<file path="config.mk">
export PLATFORM = sky130hd
export DESIGN_NAME = float_to_decimal_fixed_converter
export DESIGN_NICKNAME = d
export VERILOG_FILES = /design/src/hw/rtl/f2d_pkg.sv /design/src/hw/rtl/float_to_decimal_fixed_converter.sv /design/src/hw/rtl/f2d_front.sv /design/src/hw/rtl/f2d_cell.sv
export SDC_FILE = /design/constraint.sdc
export NUM_CORES = 2
export LEC_CHECK = 0
export ABC_AREA = 0
export BUFFER_PORTS_ARGS = -buffer_cell sky130_fd_sc_hd__buf_2
export CAP_MARGIN = 15
export CELL_PAD_IN_SITES_DETAIL_PLACEMENT = 0
export CELL_PAD_IN_SITES_GLOBAL_PLACEMENT = 2
export CORE_MARGIN = 3
export CORE_UTILIZATION = 35
export DETAILED_ROUTE_END_ITERATION = 6
export MAX_ROUTING_LAYER = met4
export PLACE_DENSITY = 0.76
export SLEW_MARGIN = 20
export SYNTH_ARGS = -nofsm -noshare
export SYNTH_HDL_FRONTEND = slang
export SYNTH_SLANG_ARGS = --single-unit
</file>
<file path="constraint.sdc">
create_clock -name clk_i -period 6 [get_ports clk_i]
set_input_delay 1.2 -clock clk_i [delete_from_list [all_inputs] [get_ports clk_i]]
set_output_delay 1.2 -clock clk_i [all_outputs]
set_load 0.005 [all_outputs]
</file>
<file path="src/hw/rtl/f2d_pkg.sv">
// f2d_pkg: shared types, constants and weight function for the float to
// decimal fixed converter. No dependencies; imported by every f2d module.
package f2d_pkg;

  // Only the first 26 fraction bits can carry weight: 100000000 >> 27 is zero.
  localparam int FRAC_WIN_W  = 26;
  localparam int CELL_BITS   = 4;
  localparam int NUM_CELLS   = (FRAC_WIN_W + CELL_BITS - 1) / CELL_BITS;
  localparam int DIGIT_SCALE = 100000000;
  localparam int DIGITS_W    = 27;
  localparam int INTEGRAL_W  = 32;

  typedef enum logic [1:0] {
    ST_FINITE    = 2'd0,
    ST_INFINITY  = 2'd1,
    ST_TOO_LARGE = 2'd2
  } f2d_status_e;

  typedef enum logic [1:0] {
    FMT_SINGLE   = 2'd0,
    FMT_DOUBLE   = 2'd1,
    FMT_EXTENDED = 2'd2
  } f2d_format_e;

  // Payload handed from stage to stage.
  typedef struct packed {
    f2d_status_e             status;
    logic                    negative;
    logic [INTEGRAL_W-1:0]   integral;
    logic [DIGITS_W-1:0]     digits;
    logic [FRAC_WIN_W-1:0]   win;   // MSB is the first bit below the point
  } f2d_item_t;

  // Weight of fraction bit k (k = 1 is the first bit below the point).
  function automatic logic [DIGITS_W-1:0] cell_weight(input int k);
    logic [DIGITS_W-1:0] w;
    w = '0;
    if (k >= 1 && k <= FRAC_WIN_W) begin
      w = DIGITS_W'(DIGIT_SCALE >> k);
    end
    return w;
  endfunction

endpackage

</file>
<file path="src/hw/rtl/float_to_decimal_fixed_converter.sv">
// float_to_decimal_fixed_converter: top level; decode stage followed by a
// chain of digit cells. Depends on f2d_pkg, f2d_front and f2d_cell.
//
// Usage:
//   Input channel (in_valid_i / in_ready_o) carries one value split into
//   fraction, unbiased exponent, sign and format. Output channel
//   (out_valid_o / out_ready_i) returns status, sign, 32-bit integral part
//   and eight decimal fraction digits, one result per transaction, in order.
//   Throughput: one transaction per cycle while in_ready_o is high; the
//   decode stage and each of the seven cells are a register stage with its
//   own valid bit, each cell adding the weights of up to four fraction bits.
//   Stall: when out_ready_i is low the last stage holds its result; the
//   stages upstream keep filling empty slots, so in_ready_o drops only once
//   every stage is occupied. in_ready_o is a combinational function of
//   out_ready_i and the stage valid bits.
//   Reset: rst_ni (asynchronous, active low) empties all stages; the block
//   is ready in the first cycle after reset.
module float_to_decimal_fixed_converter #(
  parameter int INTEGRAL_EXP_LIMIT = 31
) (
  input  logic               clk_i,
  input  logic               rst_ni,
  input  logic               in_valid_i,
  output logic               in_ready_o,
  input  logic [63:0]        fraction_bits_i,
  input  logic signed [15:0] unbiased_exponent_i,
  input  logic               sign_bit_i,
  input  logic [1:0]         format_kind_i,
  output logic               out_valid_o,
  input  logic               out_ready_i,
  output logic [1:0]         status_o,
  output logic               negative_o,
  output logic [31:0]        integral_part_o,
  output logic [26:0]        fraction_digits_o
);
  import f2d_pkg::*;

  logic      valid_s [NUM_CELLS+1];
  logic      ready_s [NUM_CELLS+1];
  f2d_item_t data_s  [NUM_CELLS+1];

  f2d_front #(
    .INTEGRAL_EXP_LIMIT(INTEGRAL_EXP_LIMIT)
  ) u_front (
    .clk_i              (clk_i),
    .rst_ni             (rst_ni),
    .in_valid_i         (in_valid_i),
    .in_ready_o         (in_ready_o),
    .fraction_bits_i    (fraction_bits_i),
    .unbiased_exponent_i(unbiased_exponent_i),
    .sign_bit_i         (sign_bit_i),
    .format_kind_i      (format_kind_i),
    .out_valid_o        (valid_s[0]),
    .out_ready_i        (ready_s[0]),
    .out_data_o         (data_s[0])
  );

  for (genvar c = 0; c < NUM_CELLS; c++) begin : g_cell
    f2d_cell #(
      .CELL_IDX(c)
    ) u_cell (
      .clk_i      (clk_i),
      .rst_ni     (rst_ni),
      .in_valid_i (valid_s[c]),
      .in_ready_o (ready_s[c]),
      .in_data_i  (data_s[c]),
      .out_valid_o(valid_s[c+1]),
      .out_ready_i(ready_s[c+1]),
      .out_data_o (data_s[c+1])
    );
  end

  assign ready_s[NUM_CELLS] = out_ready_i;

  assign out_valid_o       = valid_s[NUM_CELLS];
  assign status_o          = data_s[NUM_CELLS].status;
  assign negative_o        = data_s[NUM_CELLS].negative;
  assign integral_part_o   = data_s[NUM_CELLS].integral;
  assign fraction_digits_o = data_s[NUM_CELLS].digits;

  // Non-finite results carry no magnitude.
  a_nonfinite_zero: assert property (@(posedge clk_i) disable iff (!rst_ni)
    out_valid_o && (status_o != ST_FINITE) |-> (integral_part_o == '0) &&
      (fraction_digits_o == '0))
    else $error("non-finite result with nonzero magnitude");

  a_too_large_pos: assert property (@(posedge clk_i) disable iff (!rst_ni)
    out_valid_o && (status_o == ST_TOO_LARGE) |-> !negative_o)
    else $error("too-large result marked negative");

  a_digits_range: assert property (@(posedge clk_i) disable iff (!rst_ni)
    out_valid_o |-> (fraction_digits_o < 27'(DIGIT_SCALE)))
    else $error("fraction digits out of range");

  // Back pressure only reaches the input once every stage is full.
  a_stall_full: assert property (@(posedge clk_i) disable iff (!rst_ni)
    !in_ready_o |-> out_valid_o && !out_ready_i)
    else $error("input stalled while pipeline has room");

endmodule

</file>
<file path="src/hw/rtl/f2d_front.sv">
// f2d_front: decode stage; classifies the exponent, builds the integral part
// and aligns the fraction window. Depends on f2d_pkg.
module f2d_front #(
  parameter int INTEGRAL_EXP_LIMIT = 31
) (
  input  logic               clk_i,
  input  logic               rst_ni,
  input  logic               in_valid_i,
  output logic               in_ready_o,
  input  logic [63:0]        fraction_bits_i,
  input  logic signed [15:0] unbiased_exponent_i,
  input  logic               sign_bit_i,
  input  logic [1:0]         format_kind_i,
  output logic               out_valid_o,
  input  logic               out_ready_i,
  output f2d_pkg::f2d_item_t out_data_o
);
  import f2d_pkg::*;

  logic              valid_q;
  f2d_item_t         data_q, data_d;
  logic [5:0]        mb;
  logic signed [15:0] emax;
  logic [63:0]       low_mask;
  logic [63:0]       mant;
  logic [63:0]       frac_neg;
  logic [63:0]       fs;
  logic [5:0]        sh;
  logic              shift_out;
  logic [6:0]        e7;
  logic [6:0]        mb7;
  logic              pos_fit;
  logic [FRAC_WIN_W-1:0] win_neg, win_pos;
  logic [INTEGRAL_W-1:0] int_pos;

  always_comb begin
    case (format_kind_i)
      FMT_SINGLE: begin
        mb   = 6'd23;
        emax = 16'sd128;
      end
      FMT_DOUBLE: begin
        mb   = 6'd52;
        emax = 16'sd1024;
      end
      default: begin
        mb   = 6'd63;
        emax = 16'sd16384;
      end
    endcase
  end

  always_comb begin
    low_mask  = (64'd1 << mb) - 64'd1;
    mant      = (fraction_bits_i & low_mask) | (64'd1 << mb);
    // negative exponent: stray bits above the fraction stay in play
    frac_neg  = fraction_bits_i | (64'd1 << mb);
    sh        = 6'(-unbiased_exponent_i);
    shift_out = (unbiased_exponent_i < -16'sd63);
    fs        = shift_out ? 64'd0 : (frac_neg >> sh);
    win_neg   = FRAC_WIN_W'({fs, {FRAC_WIN_W{1'b0}}} >> mb);

    e7      = unbiased_exponent_i[6:0];
    mb7     = {1'b0, mb};
    pos_fit = (e7 <= mb7);
    win_pos = pos_fit ? FRAC_WIN_W'({fraction_bits_i, {FRAC_WIN_W{1'b0}}} >> (mb7 - e7))
                      : '0;
    int_pos = pos_fit ? INTEGRAL_W'(mant >> (mb7 - e7)) : INTEGRAL_W'(mant << (e7 - mb7));
  end

  always_comb begin
    data_d.digits = '0;
    if (unbiased_exponent_i == emax) begin
      data_d.status   = ST_INFINITY;
      data_d.negative = sign_bit_i;
      data_d.integral = '0;
      data_d.win      = '0;
    end else if (unbiased_exponent_i > $signed(16'(INTEGRAL_EXP_LIMIT))) begin
      data_d.status   = ST_TOO_LARGE;
      data_d.negative = 1'b0;
      data_d.integral = '0;
      data_d.win      = '0;
    end else if (unbiased_exponent_i[15]) begin
      data_d.status   = ST_FINITE;
      data_d.negative = sign_bit_i;
      data_d.integral = '0;
      data_d.win      = win_neg;
    end else begin
      data_d.status   = ST_FINITE;
      data_d.negative = sign_bit_i;
      data_d.integral = int_pos;
      data_d.win      = win_pos;
    end
  end

  assign in_ready_o = !valid_q || out_ready_i;

  always_ff @(posedge clk_i or negedge rst_ni) begin
    if (!rst_ni) begin
      valid_q <= 1'b0;
    end else if (in_ready_o) begin
      valid_q <= in_valid_i;
    end
  end

  always_ff @(posedge clk_i) begin
    if (in_ready_o && in_valid_i) begin
      data_q <= data_d;
    end
  end

  assign out_valid_o = valid_q;
  assign out_data_o  = data_q;

endmodule

</file>
<file path="src/hw/rtl/f2d_cell.sv">
// f2d_cell: one stage of the digit chain; adds the weights of its group of
// fraction bits to the running digit sum. Depends on f2d_pkg.
module f2d_cell #(
  parameter int CELL_IDX = 0
) (
  input  logic               clk_i,
  input  logic               rst_ni,
  input  logic               in_valid_i,
  output logic               in_ready_o,
  input  f2d_pkg::f2d_item_t in_data_i,
  output logic               out_valid_o,
  input  logic               out_ready_i,
  output f2d_pkg::f2d_item_t out_data_o
);
  import f2d_pkg::*;

  logic                valid_q;
  f2d_item_t           data_q, data_d;
  logic [DIGITS_W-1:0] acc;

  always_comb begin
    acc = in_data_i.digits;
    for (int j = 0; j < CELL_BITS; j++) begin
      if (CELL_IDX * CELL_BITS + j < FRAC_WIN_W) begin
        if (in_data_i.win[FRAC_WIN_W - 1 - (CELL_IDX * CELL_BITS + j)]) begin
          acc = acc + cell_weight(CELL_IDX * CELL_BITS + j + 1);
        end
      end
    end
    data_d        = in_data_i;
    data_d.digits = acc;
  end

  assign in_ready_o = !valid_q || out_ready_i;

  always_ff @(posedge clk_i or negedge rst_ni) begin
    if (!rst_ni) begin
      valid_q <= 1'b0;
    end else if (in_ready_o) begin
      valid_q <= in_valid_i;
    end
  end

  always_ff @(posedge clk_i) begin
    if (in_ready_o && in_valid_i) begin
      data_q <= data_d;
    end
  end

  assign out_valid_o = valid_q;
  assign out_data_o  = data_q;

endmodule
</file>
# == Word-level counts from Yosys, hierarchy flattened ==
# Index checks and enable logic that the tools add are counted.
# W data, S select, Z words.
# word_totals
regBits,575
inputBits,87
out_inout_bits,64
# classes
n_addsub,29
magnitude_cmp,3
n_eq_ne,2
shifts,6
mux,60
bitwise_logic,3
n_reduce_logical,27
# op_table
cell,n
$mux W27,50
$add A27 B27 Y27,24
$or A64 B64 Y64,2
$shr A90 B6 Y26,1
$shr A90 B7 Y26,1
$mux W26,3
$and A64 B64 Y64,1
$mux W32,2
$mux W64,1
$shl A1 B6 Y64 const A,1
$shl A64 B7 Y32,1
$shr A64 B6 Y64,1
$shr A64 B7 Y32,1
$sub A64 B1 Y64 const B,1
$mux W35,1
$mux W33,1
$pmux W15 S2,1
$add A26 B27 Y27,1
$eq A16 B16 Y1,1
$gt A16 B6 Y1 const B,1
$lt A16 B7 Y1 const B,1
$pmux W6 S2,1
$logic_and A1 B1 Y1,8
$logic_not A1 Y1,8
other kinds (9),16

# == Logic depth before layout (Yosys ltp) ==
# logic_depth
ltp_word,11
depth_mapped,22

# == By module ==
# From an unflattened synthesis, not the netlist that was laid out.
# hier_totals
hier_cells,5655
area_unflattened_um2,56600.5
# modules_own_cells
module,n_inst,cells_per_inst,area_each_um2
f2d_front,1,2101,17250.3
f2d_cell at g_cell[3].u_cell,1,603,6192.2
f2d_cell at g_cell[1].u_cell,1,584,6177.2
f2d_cell at g_cell[5].u_cell,1,537,6037.0
f2d_cell at g_cell[4].u_cell,1,567,5995.8
f2d_cell at g_cell[2].u_cell,1,506,5661.7
f2d_cell at g_cell[0].u_cell,1,485,5387.7
f2d_cell at g_cell[6].u_cell,1,272,3898.7

# == Least setup slack after synthesis ==
# No wires, ideal clock.
# synth_timing
path_type,input port to flip-flop
from,input port unbiased_exponent_i[0]
to,"register u_front.data_q (netlist bit u_front.out_data_o[5]), data pin"
setup_ns,0.266
arrival_time_ns,5.514
required_time_ns,5.734
slack_ns,0.220
stages,21
cell_sequence,clkbuf_1 -> clkinv_1 -> clkbuf_1 -> ha_1 -> clkbuf_1 -> buf_1 -> buf_1 -> clkbuf_1 -> mux2i_1 -> nand2_1 -> o21ai_0 -> nor2_1 -> a311o_1 -> o211ai_1 -> nand3_1 -> o211ai_1 -> a21oi_1 -> a31oi_1 -> mux2i_1 -> a22oi_1 -> nor2_1
# synth_between
elab_chain_cells,5
elab_cells_between_ends,13
# synth_lines
element,line_no,text
"start, declared",float_to_decimal_fixed_converter.sv:26,"input logic signed [15:0] unbiased_exponent_i,"
$neg A6 Y6,f2d_front.sv:58,sh = 6'(-unbiased_exponent_i);
$shr A64 B6 Y64,f2d_front.sv:60,fs = shift_out ? 64'd0 : (frac_neg >> sh);
$mux W64,f2d_front.sv:60,
$shr A90 B6 Y26,f2d_front.sv:61,"win_neg = FRAC_WIN_W'({fs, {FRAC_WIN_W{1'b0}}} >> mb);"
$mux W26,f2d_front.sv:83,end else if (unbiased_exponent_i[15]) begin
"end signal, assigned",f2d_front.sv:108,data_q <= data_d;
"end, declared",f2d_front.sv:21,"f2d_item_t data_q, data_d;"
# Parallel ways exist; a longest one is shown, timed or not.
# A chain may end at the register's enable or synchronous reset.

# == Worst setup path in the final report ==
# layout_timing
from,register g_cell[4].u_cell.data_q (netlist bit g_cell[4].u_cell.out_data_o[26])
to,"register g_cell[5].u_cell.data_q (netlist bit g_cell[5].u_cell.out_data_o[49]), data pin"
# layout_between
elab_chain_cells,8
# layout_lines
element,line_no,text
"start, declared",f2d_cell.sv:18,"f2d_item_t data_q, data_d;"
"start signal, assigned",f2d_cell.sv:46,data_q <= data_d;
$add A27 B27 Y27,f2d_cell.sv:26,acc = acc + cell_weight(CELL_IDX * CELL_BITS + j + 1);
$mux W27 (*),f2d_cell.sv:25,if (in_data_i.win[FRAC_WIN_W - 1 - (CELL_IDX * CELL_BITS + j)]) begin
$add A27 B27 Y27,f2d_cell.sv:26,
$mux W27 (*),f2d_cell.sv:25,
$add A27 B27 Y27,f2d_cell.sv:26,
$mux W27 (*),f2d_cell.sv:25,
$add A27 B27 Y27,f2d_cell.sv:26,
$mux W27 (*),f2d_cell.sv:25,
net g_cell[5].u_cell.acc[23],f2d_cell.sv:19,logic [DIGITS_W-1:0] acc;
"end signal, assigned",f2d_cell.sv:46,
"end, declared",f2d_cell.sv:18,
# The timed path passes the listed nets; every way through them passes the cells marked *.

==> impl_metrics.json <==
{
  "fin_crit_ns": 5.544,
  "period_share": 0.9240,
  "rsz0062_at_grt": "no",
  "synth_top_family_by_area": "compound AO/OA/AOI/OAI gates",
  "netlist_instances": 5157,
  "finalNetCount": 5277,
  "cts_root_buf": "clkbuf_16",
  "synth_xor_xnor_area_share": 0.09289,
  "hold_path_end": "g_cell[1].u_cell.out_data_o[12]",
  "wl_per_cell_um": 22.80,
  "clock_skew_ns": 0.04579,
  "grtUsageTotal": 0.2313,
  "cp_data_arrival_time_ns": 5.93,
  "synth.yosys.seq_area_share": 0.3688,
  "ant_nets": 0,
  "end_kind": "register",
  "power_density_nw_per_um2": 424.0,
  "grt_overflow": 0,
  "cts_resized": 0,
  "h-tree-depth": 2,
  "io_pins": 151,
  "fin_util": 0.3928,
  "setup.worst_path.start_class": "register",
  "place_congestion": 0.9707,
  "hold_class": "register to register",
  "synth.ff_latch_count": 569,
  "yosys-top-cells-area": "edfxtp_1, xnor2_1, nand2_1",
  "hold_start": "g_cell[0].u_cell.out_data_o[12]",
  "worstMarginPinSlew_ns": 1.124,
  "cts_hold_buf": 0,
  "p_int_w": 0.01220,
  "clk_pin_slew_ns": 0.07,
  "synth-simple-area-share": 0.1985,
  "drt-initial-drc-count": 3353,
  "ys.flop_type": "edfxtp_1",
  "die_h_um": 369.4,
  "fin_tns_setup_ns": 0,
  "critPathMaxFanout": 13,
  "status": "complete, but fails checks",
  "synthesis.area_um2": 46230,
  "die_width_um": 369.4,
  "synth_top_area_frac": 0.3644,
  "power_switching_share": 0.4380,
  "ys_warn_count": 0,
  "cts_tree": "done",
  "reg2reg_slack_ns": 0.46,
  "core_um2": 130300,
  "muxShareOfSynthArea": 0.08128,
  "synth_fp_nets": 5288,
  "grt_first_pass_wirelength_um": 240700,
  "grt_pass1_vias": 38210,
  "rows": 132,
  "drc_errors": 1,
  "setup_violations": 0,
  "portBuffers": 150,
  "cts_made_buffers": 61,
  "area_growth_pct": 10.73,
  "violations": "DRC",
  "syn-mean-instance-area_um2": 8.964,
  "slew-limit-headroom": 0.2456,
  "critPathRequiredTime_ns": 6.39,
  "rr_endpoint": "g_cell[5].u_cell.out_data_o[49]",
  "async_flop_share": 0.01406,
  "p_seq_frac": 0.317,
  "max_freq_ghz": 0.1804,
  "r2r-start": "g_cell[4].u_cell.out_data_o[26]",
  "firstDrtPassIters": 7,
  "maxCapViolCount": 0,
  "drive_above_1_share": 0.1285,
  "hpwl_um": 123500,
  "clk_latency_ns": 0.64,
  "drv_slew": 0,
  "p_leak_nw": 17.76,
  "dieArea_um2": 136500,
  "start_util": 0.3547,
  "grt_max_degree": 73,
  "clockBufferDepth": 3,
  "synthDistinctLibCells": 122,
  "finalHoldViolations": 0,
  "synth_edf_count": 561,
  "viasPerCell": 5.742,
  "switching_power_w": 0.009506,
  "synth_compound_area_frac": 0.2003,
  "dr_total_vias": 39870,
  "synth_fa_ha_area_frac": 0.01245,
  "cts_setup_buffers": 0,
  "yosysTopAreaCell": "edfxtp_1",
  "peakVddDrop_mv": 0.2006,
  "clkSinkCount": 569,
  "whs_path_depth": 0,
  "comb_power_share": 0.508,
  "power.share.clock": 0.175,
  "critPathKind": "register to register",
  "wirelength_um": 158300,
  "rr_worst_depth": 15,
  "grt_antenna_before_repair": 5
}
power groups by stage:
stage,registers (W),logic (W),clock network (W)
after detailed placement,0.00697,0.0110,0
final,0.00688,0.0110,0.00380
after global routing,0.00704,0.0122,0.00407
after global placement,0.00694,0.0110,0
after CTS,0.00689,0.0110,0.00392
after floorplan,0.00641,0.00845,0
cell usage in the layout, fill, tap and decap left out, types with 104 or more instances in the layout:
cell type,n
nor2_1,467
a21oi_1,339
xnor2_1,300
buf_2,150
xor2_1,155
mux2i_1,159
edfxtp_1,561
nand3_1,163
o21ai_0,312
nor3_1,104
buf_4,155
nand2_1,653
how the worst max path moves through the flow:
stage | cells past startpoint | startpoint | to | slack (ns)
global route | 15 | g_cell[4].u_cell.out_data_o[26] | g_cell[5].u_cell.out_data_o[49] | 0.05
finish | 15 | g_cell[4].u_cell.out_data_o[26] | g_cell[5].u_cell.out_data_o[49] | 0.46
floorplan | 21 | unbiased_exponent_i[0] | u_front.out_data_o[5] | 0.22
global placement | 15 | g_cell[2].u_cell.out_data_o[26] | g_cell[3].u_cell.out_data_o[52] | 0.30
CTS | 15 | g_cell[2].u_cell.out_data_o[26] | g_cell[3].u_cell.out_data_o[52] | 0.23
detailed placement | 15 | g_cell[2].u_cell.out_data_o[26] | g_cell[3].u_cell.out_data_o[52] | 0.26
per-stage QoR:
step | std cells | setup WS [ns] | total power, W | area [um^2] | hold WS (ns)
detailed placement | 6825 | 0.2615 | 0.01792 | 49080 | 0.4045
finish | 6943 | 0.4561 | 0.02170 | 51190 | 0.3766
CTS | 6939 | 0.2285 | 0.02181 | 51140 | 0.3506
global route | 6941 | 0.04502 | 0.02329 | 51180 | 0.3754
floorplan | 5157 | 0.2198 | 0.01486 | 46230 | 0.4003
global placement | 6825 | 0.3007 | 0.01790 | 49070 | 0.4002
Yosys cell counts, drive strengths merged (19+ instances only):
master and instances:
or3 53, nor4b 19, inv 88, nand3 163, nor4 48, and3 35, mux2 46, clkbuf 250
o21a 29, o21ai 318, or2 29, o211ai 94, a21oi 340, a21boi 33, buf 140, xor2 163
mux2i 159, mux4 73, nor3b 19, a22oi 51, a21o 21, o22ai 60, ha 42, nand4 50
nand2b 47, xnor2 317, nand3b 20, nor2b 50, nor3 107, a31oi 60, o31ai 34, a211oi 78
nand2 653, nor2 468, and2 62, edfxtp 561
critical path: stages (launching register included):
cell and delay (ns):
edfxtp_1 0.52, inv_1 0.13, ha_1 0.31, or3b_1 0.56, a2111oi_4 0.43, a41oi_2 0.09
a211o_1 0.51, nor3_1 0.41, xnor2_1 0.27, nand4_2 0.37, or2_2 0.41, o22a_2 0.27
or3b_4 0.41, nand3b_4 0.18, mux2_4 0.31, xnor2_2 0.12
logic make-up (layout without fill, tap and decap cells):
logic type                 Yosys count  after routing
xor gates and xnor gates           483            483
and+or+nand+nor                   1900           1900
adders and majority gates           45             45
muxes                              278            278
DFF                                569            569
other                                0              4
buffers and inverters              485            525
AOI/OAI and AO/OA                 1397           1397
layer usage:
metal  global-route usage  routed length, um  vias to the layer above
met3              0.02403               8243                      248
met5                    -                  0                        -
met1               0.3173              72830                    19220
met4              0.07618               5746                        0
li1                     -                  -                    19220
met2               0.3581              71480                     1181
state kept, by name (all words and copies together) (netlist names):
name	flops
g_cell.u_cell.out_valid_o	7
u_front.out_data_o	61
g_cell.u_cell.out_data_o	500
u_front.out_valid_o	1
area by class of cell:
class / instances / area, um^2
clock buffer: 72 / 1589
inverter: 95 / 356.6
fill: 13080 / 79120
sequential: 569 / 17050
tap: 1742 / 2180
timing repair buffer: 316 / 2135
clock inverter: 42 / 474.2
antenna: 4 / 10.01
multi-input combinational: 4103 / 27400
(Power assumes the default switching activity.)
